--- src/uer_pkg.sv ---
// Shared types and constants for the ultrasonic echo ranger.
// No dependencies; imported by every module of the block.
`timescale 1ns / 1ps

package uer_pkg;

  localparam int unsigned CNT_W  = 17;
  localparam int unsigned TICK_W = 16;
  localparam int unsigned DIST_W = 19;
  localparam int unsigned MUL_W  = 11;
  localparam int unsigned PROD_W = TICK_W + MUL_W;

  // 0.01715 cm per tick in Q16, rounded
  localparam logic [MUL_W-1:0] DIST_MUL = 11'd1124;

  // configuration register indexes
  localparam logic [1:0] CFG_SETTLE  = 2'd0;
  localparam logic [1:0] CFG_TRIGGER = 2'd1;
  localparam logic [1:0] CFG_TIMEOUT = 2'd2;

  localparam logic [7:0]  SETTLE_RST  = 8'd2;
  localparam logic [7:0]  TRIGGER_RST = 8'd10;
  localparam logic [15:0] TIMEOUT_RST = 16'd30000;

  typedef enum logic [2:0] {
    PH_IDLE,
    PH_SETTLE,
    PH_TRIGGER,
    PH_WAIT_RISE,
    PH_WAIT_FALL
  } phase_t;

  typedef struct packed {
    logic [7:0]  settle_ticks;
    logic [7:0]  trigger_ticks;
    logic [15:0] timeout_ticks;
  } cfg_regs_t;

  typedef struct packed {
    logic start_request;
    logic echo_level;
  } uer_in_t;

  typedef struct packed {
    logic              drive_enable;
    logic              drive_level;
    logic              busy_res;
    logic              done_res;
    logic              timed_out;
    logic              timeout_phase;
    logic [TICK_W-1:0] pulse_ticks;
    logic [DIST_W-1:0] distance_q8_cm;
  } uer_out_t;

endpackage

--- src/ultrasonic_echo_ranger.sv ---
// Ultrasonic echo ranger: takes one microsecond tick per transfer and returns
// one result per tick. An accepted tick is registered, stepped through the
// phase sequencer and its result registered. One tick is taken every cycle
// while the output is not stalled; the single phase/count update per tick
// is the loop that sets this rate. Result stalls are held in the input and
// output registers and pushed back through in_ready. Configuration writes
// are always ready and take effect on the next tick stepped.
// Depends on uer_pkg, uer_cfg_regs and uer_core.
`timescale 1ns / 1ps

module ultrasonic_echo_ranger
  import uer_pkg::*;
(
  input  logic        clk,
  input  logic        rst,
  input  logic        in_valid,
  output logic        in_ready,
  input  uer_in_t     in_data,
  output logic        out_valid,
  input  logic        out_ready,
  output uer_out_t    out_data,
  input  logic        cfg_valid,
  output logic        cfg_ready,
  input  logic [1:0]  cfg_index,
  input  logic [15:0] cfg_data
);

  cfg_regs_t cfg;
  logic      s1_valid;
  uer_in_t   s1_data;
  logic      s1_advance;
  uer_out_t  core_res;

  assign cfg_ready  = 1'b1;
  assign s1_advance = s1_valid && (!out_valid || out_ready);
  assign in_ready   = !s1_valid || s1_advance;

  uer_cfg_regs u_cfg (
    .clk      (clk),
    .rst      (rst),
    .wr_en    (cfg_valid && cfg_ready),
    .wr_index (cfg_index),
    .wr_data  (cfg_data),
    .regs     (cfg)
  );

  always_ff @(posedge clk) begin
    if (rst) begin
      s1_valid <= 1'b0;
    end else if (in_ready) begin
      s1_valid <= in_valid;
    end
  end

  always_ff @(posedge clk) begin
    if (in_valid && in_ready) begin
      s1_data <= in_data;
    end
  end

  uer_core u_core (
    .clk     (clk),
    .rst     (rst),
    .step_en (s1_advance),
    .item    (s1_data),
    .cfg     (cfg),
    .res     (core_res)
  );

  always_ff @(posedge clk) begin
    if (rst) begin
      out_valid <= 1'b0;
    end else if (!out_valid || out_ready) begin
      out_valid <= s1_valid;
    end
  end

  always_ff @(posedge clk) begin
    if (s1_advance) begin
      out_data <= core_res;
    end
  end

`ifndef SYNTHESIS
  // an input transfer always lands in the input register
  a_in_lands: assert property (@(posedge clk) disable iff (rst)
    (in_valid && in_ready) |=> s1_valid)
    else $error("input transfer lost");

  // a stepped tick shows its own result next cycle
  a_res_loaded: assert property (@(posedge clk) disable iff (rst)
    s1_advance |=> (out_valid && out_data == $past(core_res)))
    else $error("result register not loaded from core");

  // reset empties both registers
  a_rst_clear: assert property (@(posedge clk)
    $past(rst) |-> (!s1_valid && !out_valid))
    else $error("pipeline not empty after reset");
`endif

endmodule

--- src/uer_cfg_regs.sv ---
// Configuration register bank: settle, trigger and timeout lengths.
// Depends on uer_pkg.
`timescale 1ns / 1ps

module uer_cfg_regs
  import uer_pkg::*;
(
  input  logic        clk,
  input  logic        rst,
  input  logic        wr_en,
  input  logic [1:0]  wr_index,
  input  logic [15:0] wr_data,
  output cfg_regs_t   regs
);

  always_ff @(posedge clk) begin
    if (rst) begin
      regs.settle_ticks  <= SETTLE_RST;
      regs.trigger_ticks <= TRIGGER_RST;
      regs.timeout_ticks <= TIMEOUT_RST;
    end else if (wr_en) begin
      unique case (wr_index)
        CFG_SETTLE:  regs.settle_ticks  <= wr_data[7:0];
        CFG_TRIGGER: regs.trigger_ticks <= wr_data[7:0];
        CFG_TIMEOUT: regs.timeout_ticks <= wr_data;
        default: ; // unused index, write dropped
      endcase
    end
  end

endmodule

--- src/uer_core.sv ---
// Per-tick sequencer: phase/count state and the result for one tick.
// Depends on uer_pkg.
`timescale 1ns / 1ps

module uer_core
  import uer_pkg::*;
(
  input  logic      clk,
  input  logic      rst,
  input  logic      step_en,
  input  uer_in_t   item,
  input  cfg_regs_t cfg,
  output uer_out_t  res
);

  phase_t           phase, phase_next;
  logic [CNT_W-1:0] phase_count, phase_count_next;

  phase_t           ph_eff;
  logic [CNT_W-1:0] cnt_eff;
  logic [CNT_W-1:0] cnt_inc;
  logic             timeout_hit;
  logic [PROD_W-1:0] prod;

  // Phases that end at the start of this tick fall through in the same tick
  always_comb begin
    ph_eff  = phase;
    cnt_eff = phase_count;
    if (ph_eff == PH_IDLE && item.start_request) begin
      ph_eff  = PH_SETTLE;
      cnt_eff = '0;
    end
    if (ph_eff == PH_SETTLE && cnt_eff >= {{(CNT_W-8){1'b0}}, cfg.settle_ticks}) begin
      ph_eff  = PH_TRIGGER;
      cnt_eff = '0;
    end
    if (ph_eff == PH_TRIGGER && cnt_eff >= {{(CNT_W-8){1'b0}}, cfg.trigger_ticks}) begin
      ph_eff  = PH_WAIT_RISE;
      cnt_eff = '0;
    end
    if (ph_eff == PH_WAIT_RISE && item.echo_level) begin
      ph_eff  = PH_WAIT_FALL;
      cnt_eff = '0;
    end
  end

  assign cnt_inc     = cnt_eff + CNT_W'(1);
  assign timeout_hit = cnt_inc > {{(CNT_W-TICK_W){1'b0}}, cfg.timeout_ticks};
  assign prod        = PROD_W'(cnt_eff[TICK_W-1:0]) * PROD_W'(DIST_MUL);

  // next state
  always_comb begin
    phase_next       = PH_IDLE;
    phase_count_next = '0;
    unique case (ph_eff)
      PH_IDLE: begin
        phase_next       = PH_IDLE;
        phase_count_next = '0;
      end
      PH_SETTLE, PH_TRIGGER: begin
        phase_next       = ph_eff;
        phase_count_next = cnt_inc;
      end
      PH_WAIT_RISE: begin
        if (!timeout_hit) begin
          phase_next       = PH_WAIT_RISE;
          phase_count_next = cnt_inc;
        end
      end
      PH_WAIT_FALL: begin
        if (item.echo_level && !timeout_hit) begin
          phase_next       = PH_WAIT_FALL;
          phase_count_next = cnt_inc;
        end
      end
      default: begin
        phase_next       = PH_IDLE;
        phase_count_next = '0;
      end
    endcase
  end

  // result for this tick
  always_comb begin
    res = '0;
    unique case (ph_eff)
      PH_IDLE: ;
      PH_SETTLE: begin
        res.drive_enable = 1'b1;
        res.busy_res     = 1'b1;
      end
      PH_TRIGGER: begin
        res.drive_enable = 1'b1;
        res.drive_level  = 1'b1;
        res.busy_res     = 1'b1;
      end
      PH_WAIT_RISE: begin
        if (timeout_hit) begin
          res.done_res  = 1'b1;
          res.timed_out = 1'b1;
        end else begin
          res.busy_res = 1'b1;
        end
      end
      PH_WAIT_FALL: begin
        if (!item.echo_level) begin
          res.done_res       = 1'b1;
          res.pulse_ticks    = cnt_eff[TICK_W-1:0];
          res.distance_q8_cm = prod[PROD_W-1:8];
        end else if (timeout_hit) begin
          res.done_res      = 1'b1;
          res.timed_out     = 1'b1;
          res.timeout_phase = 1'b1;
        end else begin
          res.busy_res = 1'b1;
        end
      end
      default: ;
    endcase
  end

  always_ff @(posedge clk) begin
    if (rst) begin
      phase       <= PH_IDLE;
      phase_count <= '0;
    end else if (step_en) begin
      phase       <= phase_next;
      phase_count <= phase_count_next;
    end
  end

endmodule

--- config.mk ---
export PLATFORM = sky130hd
export DESIGN_NAME = ultrasonic_echo_ranger
export DESIGN_NICKNAME = d
export VERILOG_FILES = /design/src/uer_pkg.sv /design/src/ultrasonic_echo_ranger.sv /design/src/uer_cfg_regs.sv /design/src/uer_core.sv
export SDC_FILE = /design/constraint.sdc
export NUM_CORES = 1
export LEC_CHECK = 0
export BUFFER_PORTS_ARGS = -buffer_cell sky130_fd_sc_hd__clkbuf_2
export CORE_ASPECT_RATIO = 1.5
export CORE_MARGIN = 2
export CORE_UTILIZATION = 40
export DETAILED_ROUTE_END_ITERATION = 8
export PLACE_DENSITY = 0.57
export SLEW_MARGIN = 20
export SYNTH_ARGS = -nofsm -noshare
export SYNTH_HDL_FRONTEND = slang
export SYNTH_SLANG_ARGS = --single-unit
--- constraint.sdc ---
create_clock -name clk -period 9.2 [get_ports clk]
set_input_delay 1.84 -clock clk [delete_from_list [all_inputs] [get_ports clk]]
set_output_delay 1.84 -clock clk [all_outputs]
set_load 0.02 [all_outputs]
* Word level (Yosys, flattened, before mapping) *
Index checks and enable logic that the tools add are counted.

storage, ports and cells
  input bits = 25
  logic and storage cells = 76
  register bits after elaboration = 97
  output and inout bits = 44

cells by class
  bitwise operators = 1
  add/subtract/negate cells = 1
  reduce and logical (&&, ||, !) cells = 20
  $mul = 1
  equality and inequality tests = 9
  magnitude comparators = 3
  multiplexer cells = 24

operators with widths
  kind                                                                   count
  17-bit two-way mux                                                     6
  17-bit case mux with 3 select lines                                    1
  17-bit by 8-bit greater-or-equal comparator with 1-bit output          2
  16-bit by 9-bit multiplier with 25-bit output, second input constant   1
  3-bit two-way mux                                                      6
  17-bit by 1-bit adder with 17-bit output, second input constant        1
  17-bit by 16-bit > comparator with 1-bit output                        1
  3-bit by 2-bit equality test with 1-bit output, second input constant  4
  3-bit case mux with 3 select lines                                     1
  2-bit AND reduction                                                    4
  1-bit logical AND                                                      7
  3-bit by 1-bit equality test with 1-bit output, second input constant  2
  2-bit two-way mux                                                      3
  1-bit two-way mux                                                      5
  2-bit case mux with 2 select lines                                     1
  2-bit OR reduction                                                     2
  3-bit equality test, second input constant                             1
  1-bit logical NOT                                                      3
  3-bit logical NOT                                                      1
  1-bit case mux with 3 select lines                                     1
  2-bit by 1-bit equality test with 1-bit output, second input constant  1
  2-bit equality test, second input constant                             1
  2-bit logical NOT                                                      1
  1-bit logical OR                                                       2
  1-bit inverter                                                         1

* Logic depth before layout (Yosys ltp) *
Gate-level depths: netlist of the first run.

  depth after elaboration = 18
  mapped depth = 36

* Modules after synthesis *
A second synthesis of the first run with hierarchy kept.

unflattened totals
  cell total of the unflattened synthesis = 775
  area total of the unflattened synthesis = 7342.0 sq um

by module, submodules not included
  module                  cells each  area an instance (sq um)  times used
  uer_core                590         4599.4                    1
  ultrasonic_echo_ranger  55          1406.3                    1
  uer_cfg_regs            130         1336.3                    1

* Least setup slack after synthesis of the first run *
OpenSTA, ideal clock, no wires.

  path kind = register to register
  start = register u_core.phase[0]
  end = register out_data[15] (netlist name), data pin
  arrival = 7.713 ns
  slack = 1.221 ns
  setup time = 0.266 ns
  period minus slack after synthesis = 7.979 ns
  path buffers = 2
  data required time = 8.934 ns
  cell stages (with the launch flop) = 36
  cell sequence = dfxtp_1 > buf_2 > nor2_2 > nand3_1 > and2_1 > ha_1 > nand4_1 > o211ai_1 > nor4_4 > nor2_1 > nor2b_1 > ha_1 > a21o_1 > a221oi_1 > o21a_1 > a221oi_1 > a21oi_2 > buf_2 > nand2_1 > inv_1 > ha_1 > ha_1 > fa_1 > inv_1 > fa_1 > inv_1 > ha_1 > a21o_1 > a21o_1 > a21o_1 > a41o_1 > o41ai_1 > o21bai_1 > a21oi_1 > xor2_1 > nor2_1

RTL lines
  element                                                                                                                          line                          source
  start, declared                                                                                                                  uer_core.sv:16                phase_t phase, phase_next;
  start signal, assigned                                                                                                           uer_core.sv:127               phase <= phase_next;
  3-bit logical NOT                                                                                                                uer_core.sv:29                if (ph_eff == PH_IDLE && item.start_request) begin
  1-bit logical AND                                                                                                                uer_core.sv:29
  17-bit two-way mux or 3-bit two-way mux (tied branches)                                                                          uer_core.sv:29
  17-bit by 8-bit greater-or-equal comparator with 1-bit output or 3-bit by 1-bit equality test with 1-bit output (tied branches)  uer_core.sv:33                if (ph_eff == PH_SETTLE && cnt_eff >= {{(CNT_W-8){1'b0}}, cfg.settle_ticks}) begin
  1-bit logical AND                                                                                                                uer_core.sv:33
  17-bit two-way mux or 3-bit two-way mux (tied branches)                                                                          uer_core.sv:33
  17-bit by 8-bit greater-or-equal comparator with 1-bit output or 3-bit by 2-bit equality test with 1-bit output (tied branches)  uer_core.sv:37                if (ph_eff == PH_TRIGGER && cnt_eff >= {{(CNT_W-8){1'b0}}, cfg.trigger_ticks}) begin
  1-bit logical AND                                                                                                                uer_core.sv:37
  3-bit two-way mux                                                                                                                uer_core.sv:37
  3-bit by 2-bit equality test with 1-bit output                                                                                   uer_core.sv:41                if (ph_eff == PH_WAIT_RISE && item.echo_level) begin
  1-bit logical AND                                                                                                                uer_core.sv:41
  17-bit two-way mux (*)                                                                                                           uer_core.sv:41
  net u_core.cnt_eff[10]                                                                                                           uer_core.sv:20                logic [CNT_W-1:0] cnt_eff;
  16-bit by 9-bit multiplier with 25-bit output (*)                                                                                uer_core.sv:49                assign prod = PROD_W'(cnt_eff[TICK_W-1:0]) * PROD_W'(DIST_MUL);
  end signal, assigned                                                                                                             ultrasonic_echo_ranger.sv:80  out_data <= core_res;
  end, declared                                                                                                                    ultrasonic_echo_ranger.sv:21  output uer_out_t out_data,

The timed path passes the listed nets; every way through them passes the cells marked *.
A chain may end at the register's enable or synchronous reset.

* Final worst setup path of the first run *
  start = register u_core.phase[1]
  end = register out_data[15] (netlist name), data pin

Same word-level chain as after synthesis.

==> metrics.txt, run 1 <==
outcome=finished clean; Setup WS pre-CTS=~430 ps; Vias=5582; source-to-sink clock delay at the later pin of the worst-skew pair=approximately 360 ps; critical path's slowest cell=sky130_fd_sc_hd__fa_1; post-layout net count=between 1000 and 1500; Placer Congestion=approximately 0.9; total routing usage reported by global routing=about 19%; largest fanout of any net on the critical path=12; Hold Vio Cnt, Final=0; Vias/cell=slightly above 5; DRC viols=0; starting utilization of the core area=40.4%; Avg Inst Size Synth=roughly 9.1 µm²; global route overflow=0; warning count from the yosys run=0; count of endpoints failing setup in the final report=0; max_cap viols=0; routed wirelength normalized by instance count=16.4 µm; number of standard cells after synthesis=between 700 and 800; primary flip-flop cell chosen by synthesis mapping=sky130_fd_sc_hd__dfxtp_1; portion of the post-synthesis area used by sequential elements=approximately a third; clock net sink count=97; count of inserted antenna diode cells=0; Most Frequent Cell on Critical Path=sky130_fd_sc_hd__ha_1; maximum resistive drop on vdd=0.0663 mV; source of the worst hold timing path=u_cfg.regs[6]$_SDFFE_PP0P_; CP endpoint kind=register; number of DRC markers after the initial detailed-route iteration=235; met2 track demand over resource=between 30% and 40%; pin count of the biggest net entering global routing=39; number of enable-type register cells in the synthesized netlist=43; CP arrival=between 8000 and 9000 ps; multiplexer share of the synthesized area=under 10%; fraction of layout cells with a size suffix above 1=12.4%; CTS clk-pin slew, worst paths=70 ps; worst-margin pin slew=847 ps; largest family of logic cells by synthesized area=adder cells; wire length of the first global-routing pass=28800 µm; fin area=around 8100 µm²; clk buf depth=2; area share of fa/ha/maj cells after synthesis=roughly a quarter; final worst path period need=8490 ps; area inside the core boundary=approximately 18000 µm²; GRT met1 Usage=between 20% and 30%; synthesized cell area=between 7000 and 8000 µm²; number of unique standard cell types used by synthesis=66; height of the die=approximately 170 µm; Clk Tree Root Cell=sky130_fd_sc_hd__clkbuf_16; highest clock frequency the design can meet=118 MHz; number of synthesized register bits=97; crit share post-route=roughly 92%; Setup crit start kind=register; asr flop ratio synth=0%; compound-gate portion of the synthesized area=between 10% and 20%; Area Overhead vs Synth=12.2%; number of buffers created by CTS=9; Post-Synth XOR/XNOR Area=approximately 3.2%; final max-slew violation count=0; register-to-register path setup slack=roughly 700 ps; worst path required time=9290 ps; via count of the first global-routing pass=roughly 5700; routed wire length=around 18000 µm; total number of placement rows=60; Leak Pwr=between 3 and 4 nW; initial antenna violation count=0; crit path kind=reg -> reg; num ports=between 60 and 70; type of the worst min-delay path=reg -> reg; dpl hpwl=14300 µm; Die Outline Area=roughly 19000 µm²; post-placement cell area=around 7700 µm²; unrepaired setup endpoints after global routing=false; total power per unit cell area=roughly 120 nW/µm²; met3 usage=~2.6%; synthesized netlist net count=~940; CTS tree=done; # H-tree levels=3; number of nets with antenna violations after detailed routing=0; quantity of I/O buffers inserted on ports=67; Setup TNS Final=0 ps; layer with the highest usage after global routing=met2; largest clock skew in the final design=roughly 13 ps; worst slew margin relative to its limit=between 40% and 50%; overall die width=113 µm; simple-gate share of the synthesized area=between 15 and 20%; worst setup path startpoint=u_core.phase[1]$_SDFFE_PP0P_; startpoint of the lowest-slack register-to-register path=u_core.phase[1]$_SDFFE_PP0P_; total iterations of the first detailed-routing run=4; largest incremental delay on the critical path=roughly 520 ps; Setup WS post-layout=between 700 and 800 ps
-- routing by layer --
metal / share of wire (%) / up-vias
li1: - / 2866
met4: 4.6 / 0
met3: 3.1 / 42
met1: 39 / 2567
met2: 53 / 107
met5: 0 / -
-- power by group --
part | switching (W) | internal [W]
Clock | 0.000172 | 0.000200
Sequential | 0.00000828 | 0.000465
Combinational | 0.0000663 | 0.0000338
-- cell families after synthesis --
group	after synthesis
multiplexers	11
XOR/XNOR	26
adder cells (fa/ha/maj)	122
AND/OR/NAND/NOR	251
flip-flops	97
other	1
AO/OA/AOI/OAI	152
buffers and inverters	131
-- registers in the layout, indices dropped and copies added, names as in the netlist --
signal	flops
out_data	41
out_valid	1
s1_data	2
s1_valid	1
u_cfg.regs	32
u_core.phase	3
u_core.phase_count	17
-- worst paths after layout --
check,endpoint,cells past startpoint
worst max-delay path,out_data[15]$_SDFFCE_PP0P_,34
worst min-delay path,u_cfg.regs[6]$_SDFFE_PP0P_,2
worst max register to register,out_data[15]$_SDFFCE_PP0P_,34
worst min register to register,u_cfg.regs[6]$_SDFFE_PP0P_,2
-- timing repair --
| action | in CTS | in global routing |
|---|---|---|
| hold buffers | 0 | 0 |
| resized for setup | 0 | 1 |
| setup endpoints to repair | 0 | 3 |
| setup buffers | 0 | 3 |
-- cells in the mapped netlist, types with 3 or more instances --
master                      number  share of area [%]
sky130_fd_sc_hd__xor2_1         15                1.8
sky130_fd_sc_hd__nor3b_1         3               0.31
sky130_fd_sc_hd__nand3_1        17                1.2
sky130_fd_sc_hd__a21oi_1        40                2.8
sky130_fd_sc_hd__o21a_1          6               0.63
sky130_fd_sc_hd__nand2b_1        8               0.70
sky130_fd_sc_hd__a21o_1         11                1.1
sky130_fd_sc_hd__nand4_1         6               0.52
sky130_fd_sc_hd__o21ai_0        22                1.5
sky130_fd_sc_hd__mux2i_1        11                1.5
sky130_fd_sc_hd__o31ai_1         5               0.52
sky130_fd_sc_hd__a31oi_1         6               0.52
sky130_fd_sc_hd__nor2b_1        11               0.96
sky130_fd_sc_hd__o211ai_1       11                1.1
sky130_fd_sc_hd__edfxtp_1       43                 18
sky130_fd_sc_hd__xnor2_1        11                1.3
sky130_fd_sc_hd__dfxtp_1        54                 15
sky130_fd_sc_hd__buf_2           4               0.28
sky130_fd_sc_hd__and3b_1         3               0.37
sky130_fd_sc_hd__a211oi_1        5               0.52
sky130_fd_sc_hd__nand2_1        68                3.6
sky130_fd_sc_hd__inv_1         107                5.6
sky130_fd_sc_hd__o21bai_1        5               0.52
sky130_fd_sc_hd__nor2_1         75                3.9
sky130_fd_sc_hd__fa_1           23                6.4
sky130_fd_sc_hd__and3_1         11               0.96
sky130_fd_sc_hd__or3_1           6               0.52
sky130_fd_sc_hd__and2_1         16                1.4
sky130_fd_sc_hd__nand3b_1        3               0.31
sky130_fd_sc_hd__nor3_1         13               0.90
sky130_fd_sc_hd__ha_1           99                 17
sky130_fd_sc_hd__a22o_1         13                1.6
sky130_fd_sc_hd__a2111oi_0       3               0.37
sky130_fd_sc_hd__clkbuf_1       18               0.94
-- cell usage in the layout (no fill, tap or decap), drive strengths merged, types with 5 or more instances in the layout --
| cell type | n |
|---|---|
| a211oi | 6 |
| a21o | 11 |
| a21oi | 41 |
| a22o | 13 |
| a31oi | 6 |
| and2 | 16 |
| and3 | 11 |
| buf | 11 |
| clkbuf | 80 |
| dfxtp | 54 |
| edfxtp | 43 |
| fa | 23 |
| ha | 99 |
| inv | 109 |
| mux2i | 11 |
| nand2 | 68 |
| nand2b | 8 |
| nand3 | 18 |
| nand4 | 6 |
| nor2 | 76 |
| nor2b | 11 |
| nor3 | 13 |
| nor4 | 5 |
| o211ai | 11 |
| o21a | 6 |
| o21ai | 23 |
| o21bai | 5 |
| o31ai | 6 |
| or3 | 6 |
| xnor2 | 11 |
| xor2 | 15 |
-- critical path: cells and delay by family, from the launching register on --
family,cells,cell delay [ps]
AOI/OAI and AO/OA,12,3010
buffers and inverters,4,460
DFF,1,420
adders and majority gates,7,2360
and+or+nand+nor,10,1820
xor gates and xnor gates,1,160
-- layout make-up --
class | instances | area (µm²)
fill | 1795 | 9730
multi-input combinational | 563 | 4320
sequential | 97 | 2370
timing repair buffer | 78 | 418
inverter | 107 | 402
tap | 217 | 272
clock buffer | 13 | 260
clock inverter | 3 | 23.8
-- per-stage QoR --
| stage | hold WS (ps) | power, W | util [%] | cells |
|---|---|---|---|---|
| after floorplan | 436 | 0.000548 | - | 791 |
| after global placement | 444 | 0.000581 | 43.6 | 1059 |
| after detailed placement | 451 | 0.000582 | 43.6 | 1059 |
| after CTS | 461 | 0.000955 | 45.2 | 1075 |
| after global routing | 483 | 0.000983 | 45.3 | 1078 |
| final | 459 | 0.000945 | 45.3 | 1078 |
(Power assumes the default switching activity.)
==> run 2: changes to the inputs <==
Settings changed: ABC_AREA set to 1, CORE_UTILIZATION 40 to 55, PLACE_DENSITY 0.57 to 0.74.
==> metrics.txt, run 2 <==
outcome=finished clean; Resized cells post-CTS=0 (unchanged); largest clock skew in the final design=9.33 ps (-4.12 ps); num ports=69 (unchanged); number of synthesized register bits=97 (unchanged); flip-flop count of the largest register after layout=41 (unchanged); fraction of power consumed by sequential logic=49.6% (-0.4 points); startpoint of the lowest-slack register-to-register path=s1_data[1]$_DFFE_PP_; initial antenna violation count=0 (unchanged); number of DRC markers after the initial detailed-route iteration=217 (-7.7%); critical path's slowest cell=sky130_fd_sc_hd__fa_1; crit share post-route=90.1% (-2.2 points); dpl hpwl=13600 µm (-4.7%); DRC viols=0 (unchanged); largest incremental delay on the critical path=550 ps (+30 ps); routed wirelength normalized by instance count=15.4 µm (-6.2%); worst-margin pin slew=962 ps (+115 ps); count of hold buffers inserted by post-cts repair=0 (unchanged); total power per unit cell area=118 nW/µm² (+0.66%); asr flop ratio synth=0% (unchanged); clock net sink count=97 (unchanged); top cells by instance count after synthesis=167 x sky130_fd_sc_hd__inv_1, 142 x sky130_fd_sc_hd__nand2_1, 99 x sky130_fd_sc_hd__ha_1; type of the worst min-delay path=reg -> reg; cell type contributing the most total cell area after synthesis=sky130_fd_sc_hd__edfxtp_1; post-layout net count=1109 (+11%); clk buf depth=2 (unchanged); post-layout total power=0.000953 W (+0.82%); most frequent cells in the layout=166 x sky130_fd_sc_hd__inv_1, 142 x sky130_fd_sc_hd__nand2_1, 99 x sky130_fd_sc_hd__ha_1; routed wire length=17300 µm (-2.1%); crit path kind=reg -> reg; number of post-CTS setup repair buffers=0 (unchanged); total iterations of the first detailed-routing run=5 (+1); count of endpoints failing setup in the final report=0 (unchanged); Placer Congestion=0.921 (+2.4%); unrepaired setup endpoints after global routing=false; worst slew margin relative to its limit=35.6% (-7.7 points); CTS tree=done; count of inserted antenna diode cells=0 (unchanged); global route overflow=0 (unchanged); height of the die=146 µm (-13%); final max-slew violation count=0 (unchanged); total internal power=0.000685 W (-1.9%); portion of synthesized cell area occupied by the leading cell type=17.5% (-0.44 points); Regs by FF count=out_data (41), u_cfg.regs (32), u_core.phase_count (17); number of enable-type register cells in the synthesized netlist=43 (unchanged); source-to-sink clock delay at the later pin of the worst-skew pair=360 ps (about the same); warning count from the yosys run=0 (unchanged); starting utilization of the core area=56.6% (+16 points); Setup crit start kind=register; Area Overhead vs Synth=9.59%; highest clock frequency the design can meet=121 MHz (+2.4%); quantity of I/O buffers inserted on ports=67 (unchanged); worst path required time=9320 ps (+30 ps); total routing usage reported by global routing=25.3% (+5.9 points); number of standard cells after synthesis=903 (+14%); pin count of the biggest net entering global routing=63 (+62%); source of the worst hold timing path=u_cfg.regs[2]$_SDFFE_PP0P_; logic gate share of total power=10.8% (+0.2 points); overall die width=98.5 µm (-13%); Vias=6058 (+8.5%); number of buffers created by CTS=9 (unchanged); leading cell types by total area after synthesis=sky130_fd_sc_hd__edfxtp_1 18%, sky130_fd_sc_hd__ha_1 17%, sky130_fd_sc_hd__dfxtp_1 15%; cell with the most instances after synthesis=sky130_fd_sc_hd__inv_1; synthesized cell area=7370 µm² (+2.5%); met2 track demand over resource=45.0% (+8.9 points); Most flops, register=out_data; Clk Tree Root Cell=sky130_fd_sc_hd__clkbuf_16; final worst path period need=8290 ps (-203 ps); CP endpoint kind=register; Leak Pwr=4.01 nW (+2.0%); CTS clk-pin slew, worst paths=80 ps (about the same); GRT met1 Usage=27.3% (+6.1 points); primary flip-flop cell chosen by synthesis mapping=sky130_fd_sc_hd__dfxtp_1; Hold Vio Cnt, Final=0 (unchanged); register-to-register path setup slack=910 ps (+200 ps); part of the total power dissipated in the clock network=39.5% (about the same); max_cap viols=0 (unchanged); most common cell after layout, fill and taps aside=sky130_fd_sc_hd__inv_1; Setup TNS Final=0 ps (unchanged); Most Frequent Cell on Critical Path=sky130_fd_sc_hd__nand2_1; worst setup path startpoint=s1_data[1]$_DFFE_PP_; met3 usage=4.27% (+1.7 points); largest fanout of any net on the critical path=20 (+8); number of unique standard cell types used by synthesis=49 (-26%); wire length of the first global-routing pass=29000 µm (+0.89%); synthesized netlist net count=1050 (+12%); CP arrival=8410 ps (-170 ps); total number of placement rows=51 (-15%); layer with the highest usage after global routing=met2; Avg Inst Size Synth=8.16 µm² (-10%); # H-tree levels=3 (unchanged); Sw Pwr=0.000267 W (+8.5%); portion of the post-synthesis area used by sequential elements=32.2% (-0.81 points); fraction of layout cells with a size suffix above 1=14.5% (+2.1 points); via count of the first global-routing pass=6126 (+8.2%); Vias/cell=5.38 (+3.9%); Sw Share=28.0% (+2.0 points); number of nets with antenna violations after detailed routing=0 (unchanged); Die Outline Area=14400 µm² (-25%); maximum resistive drop on vdd=0.0762 mV (+15%); area inside the core boundary=13000 µm² (-27%)
[run 2: logic make-up after synthesis]
kind of cell    after synthesis  share of synthesized area [%]
other cells                   1                         0.0509
fa+ha+maj                   122                           23.1
compound gates              162                           12.5
buf+inv                     195                           10.6
xor+xnor                     17                           2.22
flops                        97                           32.2
simple gates                309                           19.4
[run 2: worst paths after layout]
path / to / cells after the start
worst min register to register: u_cfg.regs[2]$_SDFFE_PP0P_ / 2
worst max register to register: out_data[15]$_SDFFCE_PP0P_ / 51
worst max-delay path: out_data[15]$_SDFFCE_PP0P_ / 51
worst min-delay path: u_cfg.regs[2]$_SDFFE_PP0P_ / 2
[run 2: layer usage]
layer	wire length [µm]	share of wire [%]	vias up
li1	-	-	3070
met1	6690	39	2808
met2	9040	52	123
met3	499	2.9	57
met4	1110	6.4	0
met5	0	0	-
[run 2: worst max-delay path, delay by kind of cell (launching register included)]
| family | cells | cell delay, ps |
|---|---|---|
| compound gates | 10 | 1690 |
| buf+inv | 7 | 750 |
| simple gates | 27 | 2690 |
| flops | 1 | 330 |
| fa+ha+maj | 7 | 2590 |
[run 2: cell type report]
| class | count | area (µm²) |
|---|---|---|
| Clock buffer | 9 | 225 |
| Clock inverter | 7 | 57.6 |
| Fill cell | 1179 | 4940 |
| Inverter | 173 | 652 |
| Multi-Input combinational cell | 611 | 4210 |
| Sequential cell | 97 | 2370 |
| Tap cell | 159 | 199 |
| Timing Repair Buffer | 70 | 358 |
[run 2: power by group through the flow]
stage               logic [W]  clock network, W  registers, W
global route         0.000114          0.000397      0.000474
floorplan           0.0000645                 0      0.000494
CTS                  0.000104          0.000381      0.000473
global placement     0.000102                 0      0.000483
detailed placement   0.000104                 0      0.000483
finish               0.000103          0.000377      0.000473
[run 2: metrics by stage]
step	cell area [µm²]	utilization [%]	worst slack (ps)	cells	hold WS, ps
final	8080	62.0	911	1126	463
after floorplan	7370	-	1870	903	435
after global placement	7790	59.9	1260	1110	450
after global routing	8080	62.0	80.7	1126	482
after detailed placement	7790	59.9	1010	1110	456
after CTS	8080	62.0	937	1126	467
==> run 3: changes to the inputs <==
Settings changed: REMOVE_ABC_BUFFERS set to 1.
==> metrics.txt, run 3 (synthesized netlist as in run 2, its figures left out) <==
total number of placement rows=51 (unchanged); Die Outline Area=14400 µm² (unchanged); maximum resistive drop on vdd=0.0872 mV (+14%); most common cell after layout, fill and taps aside=sky130_fd_sc_hd__inv_1; num ports=69 (unchanged); fraction of layout cells with a size suffix above 1=14.5% (unchanged); number of cell instances on the worst register-to-register path=51 (unchanged); Most flops, register=out_data; overall die width=98.5 µm (unchanged); Most Frequent Cell on Critical Path=sky130_fd_sc_hd__nand2_1; Hold Vio Cnt, Final=0 (unchanged); number of post-CTS setup repair buffers=0 (unchanged); final worst path period need=8240 ps (-49.6 ps); cell class contributing the biggest share of worst-path delay=simple AND/OR/NAND/NOR gates; largest fanout of any net on the critical path=17 (-15%); initial antenna violation count=0 (unchanged); total power per unit cell area=118 nW/µm² (+0.17%); Clk Tree Root Cell=sky130_fd_sc_hd__clkbuf_16; pin count of the biggest net entering global routing=46 (-27%); routed wirelength normalized by instance count=15.4 µm (about the same); Setup TNS Final=0 ps (unchanged); # H-tree levels=3 (unchanged); dpl hpwl=13900 µm (+1.8%); flip-flop count of the largest register after layout=41 (unchanged); final max-slew violation count=0 (unchanged); source-to-sink clock delay at the later pin of the worst-skew pair=350 ps (about the same); post-route worst hold slack=463 ps (+0.154 ps); count of hold buffers inserted by post-cts repair=0 (unchanged); DRC viols=0 (unchanged); Resized cells post-CTS=0 (unchanged); CP endpoint kind=register; total routing usage reported by global routing=25.3% (about the same); count of endpoints failing setup in the final report=0 (unchanged); CTS tree=done; starting utilization of the core area=56.6% (unchanged); number of DRC markers after the initial detailed-route iteration=264 (+22%); largest clock skew in the final design=7.38 ps (-1.95 ps); source of the worst hold timing path=u_cfg.regs[7]$_SDFFE_PP0P_; worst path required time=9310 ps (about the same); critical path's slowest cell=sky130_fd_sc_hd__fa_1; CP arrival=8350 ps (-60 ps); post-layout net count=1109 (unchanged); count of inserted antenna diode cells=0 (unchanged); most frequent cells in the layout=166 x sky130_fd_sc_hd__inv_1, 142 x sky130_fd_sc_hd__nand2_1, 99 x sky130_fd_sc_hd__ha_1; number of nets with antenna violations after detailed routing=0 (unchanged); Vias=5930 (-2.1%); routed wire length=17300 µm (about the same); total iterations of the first detailed-routing run=5 (unchanged); clock net sink count=97 (unchanged); wire length of the first global-routing pass=29200 µm (+0.62%); worst-margin pin slew=955 ps (-7.92 ps); highest clock frequency the design can meet=121 MHz (+0.60%); worst slew margin relative to its limit=35.7% (+0.092 points); max_cap viols=0 (unchanged); hold path depth=2 (unchanged); number of buffers created by CTS=9 (unchanged); Vias/cell=5.27 (-2.1%); Regs by FF count=out_data (41), u_cfg.regs (32), u_core.phase_count (17); global route overflow=0 (unchanged); post-layout total power=0.000956 W (+0.31%); unrepaired setup endpoints after global routing=false; worst reg2reg endpoint=out_data[15]$_SDFFCE_PP0P_; Placer Congestion=1.00 (+8.6%); Area Overhead vs Synth=9.75%; CTS clk-pin slew, worst paths=70 ps (about the same); crit share post-route=89.6% (-0.54 points); worst hold endpoint=u_cfg.regs[7]$_SDFFE_PP0P_; crit path kind=reg -> reg; clk buf depth=2 (unchanged); register-to-register path setup slack=960 ps (+50 ps); via count of the first global-routing pass=6029 (-1.6%); height of the die=146 µm (unchanged); non-filler instance count after layout=1126 (unchanged); Placed Cells incl. Taps=1110 (unchanged); Leak Pwr=4.01 nW (about the same); largest incremental delay on the critical path=540 ps (about the same); area inside the core boundary=13000 µm² (unchanged); outcome=finished clean; count of buffering cells on the critical path with inverters included=6 (-1); quantity of I/O buffers inserted on ports=67 (unchanged); startpoint of the lowest-slack register-to-register path=s1_data[1]$_DFFE_PP_; type of the worst min-delay path=reg -> reg; Setup crit start kind=register
==> run 3: cell types whose count changed in the layout (fill, tap and decap cells not counted), sizes merged <==
cell	delta
clkbuf	+1
inv	-1
==> run 3: layer usage <==
metal / part of all wire (%) / vias up / GRT usage (%)
met5: 0 / - / 0
met4: 4.9 / 0 / 13.0
met3: 2.5 / 43 / 3.17
met2: 54 / 105 / 46.9
met1: 39 / 2722 / 27.7
li1: - / 3060 / -
==> run 3: power breakdown <==
part           total, W  internal (W)  switching [W]
clock          0.000380      0.000198       0.000182
sequential     0.000473      0.000467     0.00000570
combinational  0.000103     0.0000289      0.0000739
==> run 3: final cells by class <==
class,count,area [µm²]
Sequential cell,97,2370
Clock buffer,10,239
Clock inverter,6,55.1
Timing Repair Buffer,70,358
Multi-Input combinational cell,611,4210
Tap cell,159,199
Inverter,173,652
Fill cell,1173,4930
==> run 3: worst max-delay path by stage <==
stage	startpoint	to	slack (ps)	depth (start not counted)
floorplan	u_core.phase[2]$_SDFFE_PP0P_	out_data[15]$_SDFFCE_PP0P_	2030	49
global placement	s1_data[1]$_DFFE_PP_	out_data[15]$_SDFFCE_PP0P_	1190	51
detailed placement	s1_data[1]$_DFFE_PP_	out_data[15]$_SDFFCE_PP0P_	1000	49
CTS	s1_data[1]$_DFFE_PP_	out_data[15]$_SDFFCE_PP0P_	950	49
global route	u_core.phase[0]$_SDFFE_PP0P_	out_data[15]$_SDFFCE_PP0P_	170	49
finish	s1_data[1]$_DFFE_PP_	out_data[15]$_SDFFCE_PP0P_	960	51
==> run 3: worst reg2reg max path, delay by kind of cell (launching register included) <==
family / cells / cell delay (ps)
AND/OR/NAND/NOR: 27 / 2750
AO/OA/AOI/OAI: 11 / 2020
flip-flops: 1 / 320
adder cells (fa/ha/maj): 7 / 2410
buffers and inverters: 6 / 500
==> run 3: metrics by stage <==
step                utilization [%]  cell area, µm²  setup slack (ps)
floorplan                         -            7240              2030
global placement               59.9            7790              1190
detailed placement             59.9            7790              1000
CTS                            62.1            8090               950
global route                   62.1            8090               167
finish                         62.1            8090               960
